## config.mk

```make
export PLATFORM = sky130hd
export DESIGN_NAME = rskm_ram
export DESIGN_NICKNAME = d
export VERILOG_FILES = /design/src/design/rskm_ram.sv
export SDC_FILE = /design/constraint.sdc
export NUM_CORES = 1
export LEC_CHECK = 0
export BUFFER_PORTS_ARGS = -buffer_cell sky130_fd_sc_hd__buf_2
export CORE_UTILIZATION = 47
export DETAILED_ROUTE_END_ITERATION = 6
export SYNTH_ARGS = -nofsm -noshare
export SYNTH_HDL_FRONTEND = slang
export SYNTH_SLANG_ARGS = --single-unit
export TNS_END_PERCENT = 5
```

## constraint.sdc

```tcl
create_clock -name clock -period 2.2 [get_ports clock]
set_input_delay 0.11 -clock clock [delete_from_list [all_inputs] [get_ports clock]]
set_output_delay 0.11 -clock clock [all_outputs]
set_load 0.005 [all_outputs]
```

## src/design/rskm_ram.sv

```systemverilog
`timescale 1ns / 1ps
`default_nettype none
module rskm_ram #(
   parameter int WIDTH = 8,
   parameter int DEPTH = 16
) (
   input  wire logic                     clock,
   input  wire logic                     wr_en,
   input  wire logic [$clog2(DEPTH)-1:0] wr_addr,
   input  wire logic [WIDTH-1:0]         wr_data,
   input  wire logic [$clog2(DEPTH)-1:0] rd_addr,
   output logic      [WIDTH-1:0]         rd_data
);
   logic [WIDTH-1:0] mem [DEPTH];
   always_ff @(posedge clock) begin
      if (wr_en) begin
         mem[wr_addr] <= wr_data;
      end
      rd_data <= mem[rd_addr];
   end
endmodule
`default_nettype wire

```

==> results of run 1 <==
[metal layers]
metal	up-vias	share of wire, %	track usage, %
met2	87	52	29.5
met4	0	0.43	6.95
li1	1100	-	-
met3	2	7.3	4.74
met5	-	0	0
met1	1212	41	23.7
[kinds of logic after synthesis]
| logic type | Yosys count |
|---|---|
| DFF | 136 |
| and+or+nand+nor | 35 |
| muxes | 32 |
| AOI/OAI and AO/OA | 16 |
| buffers and inverters | 10 |
[cell usage in the layout (no fill, tap or decap), types with 2 or more instances in the layout]
master,Yosys,final
nand3b_1,2,2
dfxtp_1,8,8
a22oi_1,16,16
nor3_1,4,4
mux4_2,18,18
clkbuf_16,0,16
dlygate4sd3_1,0,8
mux4_1,14,14
edfxtp_1,128,128
nor2_1,13,13
bufinv_16,0,4
nand2_1,9,9
nand2b_1,2,2
buf_2,3,25
clkinvlp_4,0,3
buf_4,1,19
clkinv_4,0,5
[cell type report]
| type | instances | area [um^2] |
|---|---|---|
| clock buffer | 18 | 418 |
| clock inverter | 14 | 200 |
| fill | 801 | 4250 |
| multi-input combinational | 83 | 1060 |
| sequential | 136 | 4000 |
| tap | 136 | 170 |
| timing repair buffer | 53 | 368 |
[per-stage QoR]
stage	setup slack [ps]	power, mW	instance area [um^2]	hold WS (ps)
finish	820	6.06	6220	152
global route	776	6.25	6220	156
CTS	834	6.12	6220	123
detailed placement	590	3.23	5520	488
global placement	603	3.22	5520	486
floorplan	597	3.11	5150	209
[power groups by stage]
stage	clock, mW	combinational (mW)	sequential (mW)
3_5_place_dp	0	0.264	2.97
6_report	2.88	0.270	2.91
5_1_grt	3.04	0.295	2.92
2_1_floorplan	0	0.147	2.96
3_3_place_gp	0	0.259	2.96
4_1_cts	2.93	0.276	2.91
[synth_stat cells]
master           instances
and2_1                   1
dfxtp_1                  8
nand3_1                  1
nand2_1                  9
a22oi_1                 16
nor2_1                  13
and2b_1                  1
nand2b_1                 2
buf_6                    3
buf_4                    1
edfxtp_1               128
buf_2                    3
or3b_2                   1
nor3_1                   4
mux4_2                  18
mux4_1                  14
nor2b_1                  1
nand3b_1                 2
clkdlybuf4s25_2          3
[sequential cells by signal (all words and copies together) (netlist names)]
register and cells:
mem 128, rd_data 8
[worst max-delay path, cell delays in order (launching register included)]
cell,delay [ps]
edfxtp_1,350
mux4_1,540
a22oi_1,280
nand2_1,90
[path summary, 6_finish.rpt]
kind,start,endpoint,slack (ps)
setup / recovery,mem[5][3],rd_data[3],820
hold / removal,wr_addr[0],mem[4][1],150
hold reg to reg,mem[15][6],rd_data[6],670
setup reg to reg,mem[5][3],rd_data[3],820
[what timing repair did]
item,CTS,global route
hold endpoints to repair,128,0
hold buffers,8,0
endpoints found under the setup margin,0,0
==> impl_metrics.toml, run 1 <==
[outcome]
status = "complete, no violations"

[pwr]
p_seq_share_pct = 48.0
powerDensity_nw_per_um2 = 974
switching_share_pct = 19.6
ir_drop_mv = 0.628
p_clk_share_pct = 47.5
p_leak_nw = 2.13
p_comb_share_pct = 4.5
intPower_mw = 4.87
p_sw_mw = 1.19

[placement]
finalWeightedCongestion = 0.761
hpwl_um = 6010
port_buffers = 25
place_inst = 400

[finish]
fin_util_pct = 59.4
nNetsFinal = 309
antenna_cells = 0
area_growth_pct = 20.8
layout-drive-gt1-share_pct = 31.3
finalNonFillerCells = 440

[yosys]
synth_top_family_by_area = "multiplexers"
synth_compound_area_share_pct = 2.33
synth_cell_types = 19
synth_area_um2 = 5150
synth_xor_xnor_area_share_pct = 0
syn-num-nets = 247
synth_top_area_share_pct = 74.7
synth-simple-area-share_pct = 3.18
synthMuxAreaShare_pct = 15.0
yosysSeqAreaShare_pct = 77.8
ys_warn_count = 0
yosys.area.top_type = "edfxtp_1"
synth-adder-area-share_pct = 0
synth-seq-cells = 136
synth_cells = 229
avgSynthCellArea_um2 = 22.5
yosys-top-cells-area = "edfxtp_1 75%, mux4_2 7.9%, mux4_1 7.1%"

[timing]
fmax_mhz = 724
fin_setup_tns_ps = 0
rsz0062_at_grt = "false"
setup_viol = 0
skew_ps = 7.23
finalHoldViolCount = 0
drv_slew = 0
worstMarginPinSlew_ps = 779
period_needed_ps = 1380
maxSlewHeadroom_pct = 48.0
period_share_pct = 62.7

[route]
ant_nets = 0
drtPass1Iterations = 4
routed_via_density = 5.46
drc_errors = 0
drt_iter0_drc = 135
vias = 2401
drt-total-wl_um = 9310
wl_per_cell_um = 21.2

[critical_path]
crit_path_start_kind = "register"
arrival_ps = 1760
crit_fanout = 1
worstPathRequired_ps = 2580
crit_path_end_kind = "register"
r2r_cells = 3
crit_type = "reg -> reg"

[global_routing]
antenna_found_initial = 0
grt.total_usage_pct = 18.2
grt_pass1_vias = 2467
grt_pass1_wl_um = 14200
grt_max_degree = 33
grt.overflow.total = 0

[die]
io_pins = 26
core_um2 = 10500
die_y_um = 107
initial_utilization_pct = 49.2
row_count = 37
die_area_um2 = 11400
fp.dieW_um = 107

[clock_tree]
ctsResizeCount = 0
htreeDepth = 4
clock_latency_ps = 500
tritoncts = "done"
clkTransAtPathRegs_ps = 60
cts_buffers = 17
postCtsSetupBuffers = 0
cts_num_sinks = 136
root_buffer = "clkbuf_8"
cts.path.max_buffers = 2

[worst_hold_path]
hold_class = "in -> reg"
hold_depth = 3

[run]
max_cap_viol_count = 0
Power figures use the tool's default switching activity.
==> run 2, diff against run 1 <==
==> constraint.sdc (replaced) <==
create_clock -name clock -period 1.4 [get_ports clock]
set_input_delay 0.07 -clock clock [delete_from_list [all_inputs] [get_ports clock]]
set_output_delay 0.07 -clock clock [all_outputs]
set_load 0.005 [all_outputs]
==> run 2 against run 1 <==
Compared with the run above:
- non-clock buffer count up 11
- sequential power up 57%
- final cell count up 2.5%
- register-to-register slack worse by 780 ps
- die area unchanged
- clock-buffer cell count down 1
- core utilization up 1.7 points
==> impl_metrics.toml, run 2 (synthesis results as in run 1) <==
[outcome]
status = "complete, no violations"

[timing]
holdWs_ps = 93.7
maxSlewHeadroom_pct = 42.1
fin_ws_ps = 39.9
worstMarginPinSlew_ps = 866
rsz0062_at_grt = "false"
setup_viol = 0
fin_setup_tns_ps = 0
finalHoldViolCount = 0
skew_ps = 7.91
period_needed_ps = 1360
fmax_mhz = 735
period_share_pct = 97.1
drv_slew = 0

[critical_path]
crit_path_start_kind = "register"
crit_type = "reg -> reg"
slowest_delay_ps = 550
crit_fanout = 1
worstPathCellList = "mux4_1 -> a22oi_2 -> nand2_1"
crit_path_end_kind = "register"
crit_slowest_cell = "mux4_1"
worstPathRequired_ps = 1800
r2r_cells = 3
regToRegSetupSlack_ps = 40
arrival_ps = 1760

[clock_tree]
cts_buffers = 17
postCtsSetupBuffers = 0
clock_latency_ps = 520
tritoncts = "done"
root_buffer = "clkbuf_8"
htreeDepth = 4
cts.path.max_buffers = 2
clkTransAtPathRegs_ps = 60
cts_num_sinks = 136

[die]
die_y_um = 107
io_pins = 26
core_um2 = 10500
initial_utilization_pct = 49.2
die_area_um2 = 11400
fp.dieW_um = 107
row_count = 37

[finish]
largest-register = "mem"
fin_util_pct = 61.1
top_regs = "mem: 128 flops, rd_data: 8 flops"
final_common_cell = "edfxtp_1"
layout_common_cells = "128 x edfxtp_1, 27 x buf_4, 25 x buf_2"
nNetsFinal = 320
layout-drive-gt1-share_pct = 35.6
antenna_cells = 0
largest_reg_flops = 128
area_growth_pct = 24.1

[placement]
place_ws_ps = -230
hpwl_um = 6670
finalWeightedCongestion = 0.735
port_buffers = 25

[route]
drc_errors = 0
drt_iter0_drc = 116
ant_nets = 0
routed_via_density = 5.45
vias = 2457
drtPass1Iterations = 4
wl_per_cell_um = 22.6
drt-total-wl_um = 10200

[pwr]
power_mw = 9.79
ir_drop_mv = 0.707
powerDensity_nw_per_um2 = 1530
p_leak_nw = 2.22

[worst_hold_path]
hold_depth = 3
hold_class = "in -> reg"

[global_routing]
grt_pass1_wl_um = 15500
grt.total_usage_pct = 20.0
grt_pass1_vias = 2569
grt.overflow.total = 0
antenna_found_initial = 0
grt_max_degree = 23

[run]
max_cap_viol_count = 0
[run 2: cell types whose count changed in the layout (fill, tap and decap cells not counted), moves of 2 or more]
cell,change
buf_12,+3
buf_4,+8
clkinvlp_4,-2
a22oi_2,+5
a22oi_1,-5
[run 2: worst paths after layout]
check | start | endpoint
worst max-delay path | mem[9][3] | rd_data[3]
worst min-delay path | wr_addr[0] | mem[0][3]
worst max register to register | mem[9][3] | rd_data[3]
worst min register to register | mem[15][6] | rd_data[6]
[run 2: power by group]
| part | internal [mW] | switching (mW) | total (mW) |
|---|---|---|---|
| clock network | 3.08 | 1.66 | 4.74 |
| registers | 4.55 | 0.0317 | 4.58 |
| logic | 0.222 | 0.250 | 0.472 |
[run 2: layout make-up]
type | instances | area (um^2)
clock buffers | 17 | 414
well taps | 136 | 170
flip-flops and latches | 136 | 4000
clock inverters | 15 | 226
multi-input cells | 83 | 1090
fillers | 783 | 4070
repair buffers | 64 | 488
[run 2: repair_timing]
item	4_1_cts	5_1_grt
hold buffers	8	0
gates resized for setup	0	5
hold endpoints to repair	128	0
endpoints found under the setup margin	0	5
[run 2: worst max-delay path: cells and delay by family (launching register included)]
family	cells	cell delay [ps]
compound gates	1	270
flops	1	350
mux	1	550
simple gates	1	70
[run 2: per-stage QoR]
step / instances / instance area, um^2
2_1_floorplan: 229 / 5150
3_3_place_gp: 411 / 5640
3_5_place_dp: 411 / 5640
4_1_cts: 451 / 6360
5_1_grt: 451 / 6390
6_report: 451 / 6390
[run 2: per-layer routing]
metal	track usage (%)	up-vias	wire [um]
met5	0	-	0
met4	6.26	0	90
met3	5.47	9	360
met2	31.8	49	5030
met1	27.2	1273	4710
li1	-	1126	-
